==> src/hw/rtl/fr_pkg.sv <==
`timescale 1ns / 1ps
// ----------------------------------------------------------------------------
// fr_pkg
// Shared types and constants of the fragment reassembler.
// ----------------------------------------------------------------------------
package fr_pkg;

  localparam int          HDR_LEN      = 12;
  localparam logic [11:0] POS_MAX      = 12'd4095;
  localparam logic [31:0] FRAG_TAG     = 32'h3142_5443;
  localparam int          MAX_FRAGMENT = 1024;

  typedef enum logic [2:0] {
    ERR_NONE,
    ERR_SHORT_HEADER,
    ERR_BAD_TAG,
    ERR_BOUNDS,
    ERR_NONZERO_START,
    ERR_INCONSISTENT,
    ERR_CONFLICT
  } err_code_t;

  typedef enum logic {
    KIND_FRAGMENT,
    KIND_READ
  } kind_t;

  // Verdict on a completed fragment.
  typedef struct packed {
    err_code_t err;
    logic      commit;
    logic      set_total;
  } judge_res_t;

endpackage

==> src/hw/rtl/fr_judge.sv <==
`timescale 1ns / 1ps
// ----------------------------------------------------------------------------
// fr_judge
// Combinational verdict on a fragment once its final byte has arrived.
// ----------------------------------------------------------------------------
module fr_judge import fr_pkg::*; #(
  parameter int MAX_TOTAL = 16384,
  parameter int CW        = $clog2(MAX_TOTAL + 1)
) (
  input  logic [95:0]      hdr_i,
  input  logic [11:0]      len_i,
  input  logic             mismatch_i,
  input  logic [CW-1:0]    stored_total_i,
  input  logic [CW-1:0]    received_i,
  output judge_res_t       res_o
);

  logic [31:0] tot;
  logic [31:0] off;
  logic [11:0] pay;
  logic [32:0] end_pos;
  logic [31:0] st32;
  logic [31:0] rc32;
  logic [31:0] tot_eff;
  logic        first;
  logic        bounds;

  always_comb begin
    tot     = hdr_i[63:32];
    off     = hdr_i[95:64];
    pay     = len_i - 12'(HDR_LEN);
    end_pos = {1'b0, off} + 33'(pay);
    st32    = 32'(stored_total_i);
    rc32    = 32'(received_i);
    first   = (stored_total_i == '0);
    bounds  = (len_i == POS_MAX) || (tot == '0) || (tot > 32'(MAX_TOTAL)) ||
              (pay == '0) || (32'(pay) > 32'(MAX_FRAGMENT)) || (off > tot) ||
              (end_pos > {1'b0, tot});
    tot_eff = first ? tot : st32;

    res_o.err       = ERR_NONE;
    res_o.commit    = 1'b0;
    res_o.set_total = 1'b0;

    if (len_i < 12'd4) begin
      res_o.err = ERR_SHORT_HEADER;
    end else if (hdr_i[31:0] != FRAG_TAG) begin
      res_o.err = ERR_BAD_TAG;
    end else if (len_i < 12'(HDR_LEN)) begin
      res_o.err = ERR_SHORT_HEADER;
    end else if (bounds) begin
      res_o.err = ERR_BOUNDS;
    end else if (first && (off != '0)) begin
      res_o.err = ERR_NONZERO_START;
    end else begin
      // The first good fragment fixes the transfer size.
      res_o.set_total = first;
      if ((tot != tot_eff) || (off > rc32)) begin
        res_o.err = ERR_INCONSISTENT;
      end else if (off < rc32) begin
        if ((end_pos > {1'b0, rc32}) || mismatch_i) begin
          res_o.err = ERR_CONFLICT;
        end
      end else begin
        res_o.commit = 1'b1;
      end
    end
  end

endmodule

==> config.mk <==
export PLATFORM = sky130hd
export DESIGN_NAME = fr_judge
export DESIGN_NICKNAME = d
export VERILOG_FILES = /design/src/hw/rtl/fr_pkg.sv /design/src/hw/rtl/fr_judge.sv
export SDC_FILE = /design/constraint.sdc
export NUM_CORES = 1
export LEC_CHECK = 0
export ABC_AREA = 1
export CAP_MARGIN = 20
export CORE_UTILIZATION = 25
export DETAILED_ROUTE_END_ITERATION = 10
export DONT_BUFFER_PORTS = 1
export PLACE_DENSITY_LB_ADDON = 0.05
export SYNTH_ARGS = -nofsm -noshare
export SYNTH_HDL_FRONTEND = slang
export SYNTH_SLANG_ARGS = --single-unit
==> constraint.sdc <==
create_clock -name vclk -period 10
set_input_delay 2 -clock vclk [all_inputs]
set_output_delay 2 -clock vclk [all_outputs]
set_load 0.005 [all_outputs]
Yosys cells after proc, flatten, opt, wreduce, memory -nomap -nowiden
Index checks and enable logic that the tools add are counted.
{ "totals": {"romBits": 0, "latch_bits": 0, "input_bits": 139, "reg_bits": 0, "elab_cells": 43, "mem_count": 0, "ram_bits": 0} }
{ "op_classes": {"reduce_logical": 13, "add_sub_neg": 2, "div": 0, "shift": 0, "mux": 16, "n_eq_ne": 3, "n_lt_le_gt_ge": 9, "n_mul": 0, "bitwise": 0} }
{ "op_table": {"columns": ["cell", "count"], "rows": [
  ["$add 32x12->33", 1],
  ["$gt 33x15->1", 1],
  ["$gt 33x32->1", 1],
  ["$gt 32x15->1", 1],
  ["$gt 32x15->1 const B", 1],
  ["$gt 32x32->1", 1],
  ["$logic_not 32->1", 1],
  ["$lt 32x15->1", 1],
  ["$mux 32", 1],
  ["$ne 32x30->1 const B", 1],
  ["$ne 32x32->1", 1],
  ["$reduce_bool 32->1", 1],
  ["$mux 3", 8],
  ["$logic_not 15->1", 1],
  ["$eq 12x12->1 const B", 1],
  ["$gt 12x11->1 const B", 1],
  ["$logic_not 12->1", 1],
  ["$lt 12x3->1 const B", 1],
  ["$lt 12x4->1 const B", 1],
  ["$sub 12x4->12 const B", 1],
  ["$mux 2", 5],
  ["$logic_or 1x1->1", 8],
  ["$mux 1", 2],
  ["$logic_and 1x1->1", 1]
]} }

Logic depth before layout (Yosys ltp)
Gate-level depths: netlist (run 1).
{ "depth": {"word_depth": 12, "depth_mapped": 35, "ltp_nobuf": 35} }

Least setup slack after synthesis (run 1)
No wires, ideal clock.
{ "synth_timing": {"path_kind": "in2out", "start": "input port len_i[2]", "end": "output port res_o[2] (netlist bit)", "stages": 35, "n_path_buf": 0, "arrival_time_ps": 5476, "path_slack_ps": 2524, "cell_sequence": "ha_1 -> nor2_1 -> nand2_1 -> nor4_1 -> xor2_1 -> inv_1 -> ha_1 -> nand2_2 -> inv_2 -> nand2_2 -> nor2_2 -> nand2_1 -> nand3_4 -> nand2_1 -> xor2_1 -> inv_1 -> ha_1 -> nand2_1 -> nor2_1 -> nand3b_1 -> nor2_1 -> nor2_1 -> nand3_1 -> nand2_1 -> nand2_1 -> nand4_1 -> nand2_1 -> nand2_1 -> nand2_1 -> nand2_1 -> nand2_1 -> nand2_2 -> nand3_1 -> nand2_1 -> inv_1"} }
{ "synth_rtl": {"columns": ["item", "line_no", "text"], "rows": [
  ["from (decl)", "fr_judge.sv:11", "input logic [11:0] len_i,"],
  ["to (decl)", "fr_judge.sv:15", "output judge_res_t res_o"]
]} }

==> results of run 1 <==
==> cells in the final DEF (no fill, tap or decap), types with 2 or more instances in the layout <==
cell type / count
o221ai_1: 2
a21o_1: 2
nor4_1: 23
and3_1: 3
a31oi_1: 4
nand4_1: 32
or3_1: 2
nor3b_1: 4
xor2_1: 27
nand2_2: 10
nor2_1: 62
nand3_1: 55
nand2_1: 199
o211ai_1: 2
nor3_1: 15
inv_1: 150
ha_1: 111
nor2_2: 7
o21a_1: 3
a21oi_1: 52
nand3b_1: 4
xnor2_1: 12
inv_2: 3
and2_1: 2
o21ai_0: 18
nand3_2: 3
==> logic make-up after synthesis <==
kind of cell,count (synthesis)
simple gates,426
buf+inv,154
compound gates,89
fa+ha+maj,112
xor+xnor,39
==> per-stage QoR <==
step | hold slack [ns] | cells | power (uW) | util, % | setup WS, ns
4_1_cts | 4.35 | 1054 | 248 | 27.1 | 1.41
3_3_place_gp | 4.34 | 1054 | 243 | 27.1 | 1.44
5_1_grt | 4.37 | 1054 | 286 | 27.1 | 0.985
2_1_floorplan | 4.24 | 820 | 181 | - | 2.52
6_report | 4.33 | 1054 | 245 | 27.1 | 1.47
3_5_place_dp | 4.35 | 1054 | 246 | 27.1 | 1.43
==> path summary, 6_finish.rpt <==
path	endpoint	slack, ns
setup / recovery	res_o[2]	1.47
hold / removal	res_o[3]	4.33
==> area by class of cell <==
class              count  area (um2)  share of cell area (%)
well taps            234         293                    5.76
multi-input cells    666        4210                    82.9
inverters            154         578                    11.4
==> per-layer routing <==
layer  vias up  global-route usage, %  wire, um
li1       2738                      -         -
met1      2391                   26.6      9310
met2       163                   32.0      8140
met3        12                   1.33       979
met4         0                   2.63       302
met5         -                      0         0
==> power groups by stage <==
stage / clock [uW] / combinational (uW) / sequential, uW
floorplan: 0 / 181 / 0
global placement: 0 / 243 / 0
detailed placement: 0 / 246 / 0
CTS: 0 / 248 / 0
global route: 0 / 286 / 0
finish: 0 / 245 / 0
==> critical path: cells and delay by family <==
family	cells	cell delay [ns]
simple gates	26	2.64
fa+ha+maj	3	0.90
xor+xnor	2	0.62
buf+inv	4	0.37
==> results.txt, run 1 <==
status = finished clean
Die X = 140 um
initial antenna violation count = 1
DR vias = 5,304
DIE AREA = 19,700 um2
final hold violations = 0
Setup TNS = 0 ns
# diodes = 0
CP required = 8.00 ns
Antenna Violating Nets Remaining = 0
Area contributors post-synth = ha_1 29%, nand2_1 16%, inv_1 12%
NetSw = 154 uW
power share of the clock group = 0%
largest net degree at the start of global routing = 9
Post-synth top cells = 199 x nand2_1, 150 x inv_1, 111 x ha_1
Post-CTS Hold Fix Bufs = 0
Synth Area in Compound Gates = 10.2%
post-cts resize count = 0
Internal = 90.5 uW
nets = 1,073
fin crit period = 8.53 ns
Power Density = 48.2 nW/um2
drt first pass iters = 5
final WL = 18,700 um
final period utilization = 85.3%
remaining global-route overflow = 0
most used cell, CP = nand2_1
io pins = 144
DP HPWL = 17,300 um
Hold Crit Class = input port to primary output
number of synthesis warnings = 0
Max Slew Vio Count = 0
Synth Area in Adders = 29.4%
hold-critical path depth = 4
Core Box Area = 18,800 um2
syn avg cell area = 5.84 um2
Crit-path slowest cell = ha_1
ratio of cells with drive above 1 in the final layout = 3.41%
Synth cell types = 39
clkbuf count = 0
Crit Path Class = input port to primary output
Worst Setup SP = len_i[2]
Gate Count Post-Synth = 820
synthesized area = 4790 um2
mux cell area share after synthesis = 0%
register area = 0 um2
sequential share of the synthesized area = 0%
xor/xnor share of the synthesized area = 7.13%
top cell type's share of synthesized area = 29.0%
Wirelength per Cell = 17.8 um
Total GRT Usage = 18.9%
Slew HR = 35.3%
RSZ-0062 raised after global routing = false
area of all placed cells without fillers = 5080 um2
Setup Viol. Count Final = 0
Hold Crit Start = hdr_i[0]
Vias/cell = 5.03
largest family of logic cells by synthesized area = simple AND/OR/NAND/NOR gates
Post-Synth Simple-Gate Area = 41.2%
CP Launch Type = input port
maximum VDD drop = 14.0 uV
Die Ht = 140 um
CP max stage delay = 0.37 ns
combinational power share = 100.0%
Reg power frac = 0%
post-CTS setup buffer count = 0
P_leak = 0.00278 uW
Seq Cell Count = 0
Data arrival, critical path = 6.53 ns
DR iter-0 viols = 289
fill count = 2,195
DRC viols = 0
first-pass GRT wire length = 28,800 um
GP Congestion = 0.852
CP Max Fanout = 5
crit end category = primary output
area leader, netlist = ha_1
IO buf count = 0
# rows = 50
top-count cell post-synth = nand2_1
Synthesized Nets = 1,071
total of max-cap violations = 0
Net Sw Frac = 63.0%
placed cell area = 5080 um2
vias in the first global route = 5,266
Initial Utilization = 25.5%
Max Fclk = 117 MHz
Syn-to-layout area delta = 6.11%
pin slew with the least headroom to its limit = 0.962 ns
No activity file was read; power rests on OpenSTA's default activity.
==> run 2: changes to the inputs <==
--- a/config.mk
+++ b/config.mk
@@ -7,6 +7,7 @@
 export LEC_CHECK = 0
 export ABC_AREA = 1
 export CAP_MARGIN = 20
+export CORE_ASPECT_RATIO = 1.4
 export CORE_UTILIZATION = 25
 export DETAILED_ROUTE_END_ITERATION = 10
 export DONT_BUFFER_PORTS = 1
==> results.txt, run 2 (synthesis results as in run 1) <==
status = finished clean
met2 WL = 11,200 um
Max Slew Vio Count = 0
first-pass GRT wire length = 30,100 um
P_leak = 0.00279 uW
worst path cell trace = ha_1 > nor2_1 > nand2_1 > nor4_1 > xor2_1 > inv_1 > ha_1 > nand2_2 > inv_2 > a21oi_2 > nor2_1 > nand2_1 > nand3_1 > nand2_1 > inv_1 > ha_1 > nand2_1 > nor4_1 > nor3b_1 > nand4_1 > or3_1 > nand2_2 > nand3_1 > nor2_1
Seq Cell Count = 0
Setup Viol. Count Final = 0
DP HPWL = 18,600 um
post-cts resize count = 0
total of max-cap violations = 0
post-CTS setup buffer count = 0
DR iter-0 viols = 237
Power Density = 48.2 nW/um2
Antenna Violating Nets Remaining = 0
DIE AREA = 19,700 um2
DR vias = 5,293
largest net degree at the start of global routing = 9
cell family with most CP delay = simple AND/OR/NAND/NOR gates
RSZ-0062 raised after global routing = false
Hold WS = 4.32 ns
Crit Path Class = input port to primary output
area of all placed cells without fillers = 5110 um2
# rows = 59
vias in the first global route = 5,498
initial antenna violation count = 0
Data arrival, critical path = 6.50 ns
Vias/cell = 4.97
Syn-to-layout area delta = 6.68%
placed cell area = 5110 um2
ratio of cells with drive above 1 in the final layout = 3.65%
# diodes = 0
Core Box Area = 18,700 um2
maximum VDD drop = 13.0 uV
Worst Setup SP = len_i[2]
top sig layer = met4
WL met3 = 901 um
IO buf count = 0
drt first pass iters = 6
io pins = 144
Post-CTS Hold Fix Bufs = 0
clkbuf count = 0
CP required = 8.00 ns
Hold Crit Class = input port to primary output
final hold violations = 0
most used cell, CP = nand2_1
final WL = 19,800 um
Crit-path slowest cell = nor4_1
commonest non-fill, non-tap cell in the layout = nand2_1
Setup TNS = 0 ns
DRC viols = 0
GP Congestion = 0.856
Hold Crit Start = hdr_i[66]
metal1 wirelength = 6930 um
most frequent cells in the layout = 199 x nand2_1, 150 x inv_1, 111 x ha_1
CP Launch Type = input port
nets = 1,075
Initial Utilization = 25.7%
CP max stage delay = 0.53 ns
register area = 0 um2
crit end category = primary output
Die Ht = 166 um
Wirelength per Cell = 18.6 um
Die X = 119 um
fin crit period = 8.50 ns
total power = 247 uW
final period utilization = 85.0%
Slew HR = 45.8%
critical path buffer and inverter count = 3
CP Max Fanout = 5
Total GRT Usage = 19.9%
pin slew with the least headroom to its limit = 0.806 ns
remaining global-route overflow = 0
Max Fclk = 118 MHz
## run 2: path summary, 6_finish.rpt
kind | endpoint | cells past startpoint | slack (ns)
min | res_o[0] | 5 | 4.32
max | res_o[4] | 24 | 1.50
## run 2: report_power, final
| part | switching (uW) | internal, uW | total [uW] | leakage [uW] |
|---|---|---|---|---|
| registers | 0 | 0 | 0 | 0 |
| logic | 156 | 90.8 | 247 | 0.00279 |
| clock network | 0 | 0 | 0 | 0 |
| total | 156 | 90.8 | 247 | 0.00279 |
## run 2: routing by layer
metal | GRT usage, % | up-vias
met3 | 2.30 | 32
li1 | - | 2740
met4 | 6.77 | 0
met2 | 41.4 | 149
met1 | 19.5 | 2372
met5 | 0 | -
## run 2: through the flow
step | setup slack, ns | utilization [%] | std cells
after global routing | 1.05 | 27.4 | 1066
after CTS | 1.51 | 27.4 | 1066
after detailed placement | 1.54 | 27.4 | 1066
final | 1.50 | 27.4 | 1066
after floorplan | 2.52 | - | 820
after global placement | 1.54 | 27.4 | 1066
## run 2: layout make-up
| cell class | count | area, um2 |
|---|---|---|
| inverter | 154 | 578 |
| timing repair buffer | 2 | 15.0 |
| multi-input combinational | 666 | 4210 |
| fill | 2189 | 13600 |
| tap | 244 | 305 |
==> run 3: changes to the inputs <==
--- a/config.mk
+++ b/config.mk
@@ -5,7 +5,6 @@
 export SDC_FILE = /design/constraint.sdc
 export NUM_CORES = 1
 export LEC_CHECK = 0
-export ABC_AREA = 1
 export CAP_MARGIN = 20
 export CORE_ASPECT_RATIO = 1.4
 export CORE_UTILIZATION = 25
==> results.txt, run 3 <==
GP Congestion = 0.865
Max Slew Vio Count = 0
vias in the first global route = 4,788
total of max-cap violations = 0
register area = 0 um2
most frequent cells in the layout = 111 x ha_1, 54 x inv_1, 38 x a21oi_1
Hold Crit Start = hdr_i[79]
CP required = 8.00 ns
status = finished clean
Initial Utilization = 25.4%
DP HPWL = 16,800 um
Vias/cell = 5.54
post-CTS setup buffer count = 0
Worst Hold End = res_o[0]
CP Launch Type = input port
Die X = 114 um
crit end category = primary output
Die Ht = 159 um
first-pass GRT wire length = 27,100 um
Hold Crit Class = input port to primary output
fin crit period = 9.11 ns
largest family of logic cells by synthesized area = adder cells
CP max stage delay = 0.73 ns
Data arrival, critical path = 7.11 ns
Post-CTS Hold Fix Bufs = 0
ratio of cells with drive above 1 in the final layout = 3.10%
sequential share of the synthesized area = 0%
area of all placed cells without fillers = 4680 um2
post-cts resize count = 0
Crit Path Class = input port to primary output
Power Density = 49.7 nW/um2
Synth Area in Adders = 32.0%
DIE AREA = 18,200 um2
Core Util, Final = 27.0%
io pins = 144
mux cell area share after synthesis = 0.256%
CP Max Fanout = 18
critical path buffer and inverter count = 0
DR iter-0 viols = 195
synthesized area = 4400 um2
syn avg cell area = 7.53 um2
hold-critical path depth = 2
drt first pass iters = 4
final period utilization = 91.1%
Total GRT Usage = 19.8%
Crit-path slowest cell = or4_2
Area contributors post-synth = ha_1 32%, xnor2_1 5.2%, xor2_1 5.0%
Gate Count Post-Synth = 585
Post-synth top cells = 111 x ha_1, 54 x inv_1, 38 x a21oi_1
Wirelength per Cell = 22.5 um
Max Fclk = 110 MHz
# diodes = 0
number of synthesis warnings = 0
cell family with most CP delay = simple AND/OR/NAND/NOR gates
area leader, netlist = ha_1
Synth cell types = 72
largest net degree at the start of global routing = 19
xor/xnor share of the synthesized area = 11.0%
multi-input combinational cell area = 4180 um2
placed cell area = 4680 um2
fill count = 1,933
top-count cell post-synth = ha_1
nets = 833
DRC viols = 0
pin slew with the least headroom to its limit = 0.930 ns
Core Box Area = 17,300 um2
Synth Area in Compound Gates = 22.6%
maximum VDD drop = 22.3 uV
worst path cell trace = ha_1 > or4_4 > nor4_4 > xor2_2 > ha_1 > nand4_1 > a21oi_1 > a21oi_2 > or4_2 > nand2_1 > ha_1 > a22o_1 > nor4_1 > o21ai_0 > o31ai_1 > a21oi_1 > o2111ai_1 > a21oi_1 > and4bb_1 > a21boi_1
Seq Cell Count = 0
top cell type's share of synthesized area = 31.5%
Setup Viol. Count Final = 0
Syn-to-layout area delta = 6.25%
clkbuf count = 0
initial antenna violation count = 0
RSZ-0062 raised after global routing = false
remaining global-route overflow = 0
DR vias = 4,520
Setup TNS = 0 ns
final hold violations = 0
Post-Synth Simple-Gate Area = 29.1%
IO buf count = 0
Antenna Violating Nets Remaining = 0
final WL = 18,400 um
P_leak = 0.00210 uW
commonest non-fill, non-tap cell in the layout = ha_1
# rows = 57
Synthesized Nets = 836
Slew HR = 37.4%
==> run 3: stage by stage <==
step                      hold slack, ns  power [uW]  cells  setup slack, ns
after floorplan                     4.28         173    585             1.66
after global placement              4.27         233    816             1.05
after detailed placement            4.27         234    816            0.892
after CTS                           4.27         236    816            0.896
after global routing                4.30         263    816            0.545
final                               4.27         233    816            0.894
==> run 3: layout make-up <==
type,count,area share (%)
Inverter,54,4.33
Multi-Input combinational cell,526,89.4
Tap cell,236,6.31
==> run 3: power by group <==
group	total, uW	internal, uW	switching [uW]
sequential	0	0	0
clock	0	0	0
combinational	233	98.8	134
total	233	98.8	134
==> run 3: layer usage <==
metal	wire [um]	GRT usage, %	up-vias
li1	-	-	2223
met4	715	7.02	0
met1	6710	20.3	2140
met2	10100	39.7	130
met3	891	2.32	27
met5	0	0	-
==> run 3: worst max path at each step <==
stage	endpoint	start	slack (ns)	cells past startpoint
final	res_o[4]	len_i[2]	0.89	20
after CTS	res_o[4]	len_i[2]	0.90	20
after detailed placement	res_o[4]	len_i[2]	0.89	20
after floorplan	res_o[4]	len_i[2]	1.66	20
after global routing	res_o[4]	len_i[2]	0.54	20
after global placement	res_o[4]	len_i[2]	1.05	20
==> run 3: cells by family after synthesis <==
group | after synthesis
AO/OA/AOI/OAI | 140
multiplexers | 1
XOR/XNOR | 53
AND/OR/NAND/NOR | 220
buffers and inverters | 59
adder cells (fa/ha/maj) | 112
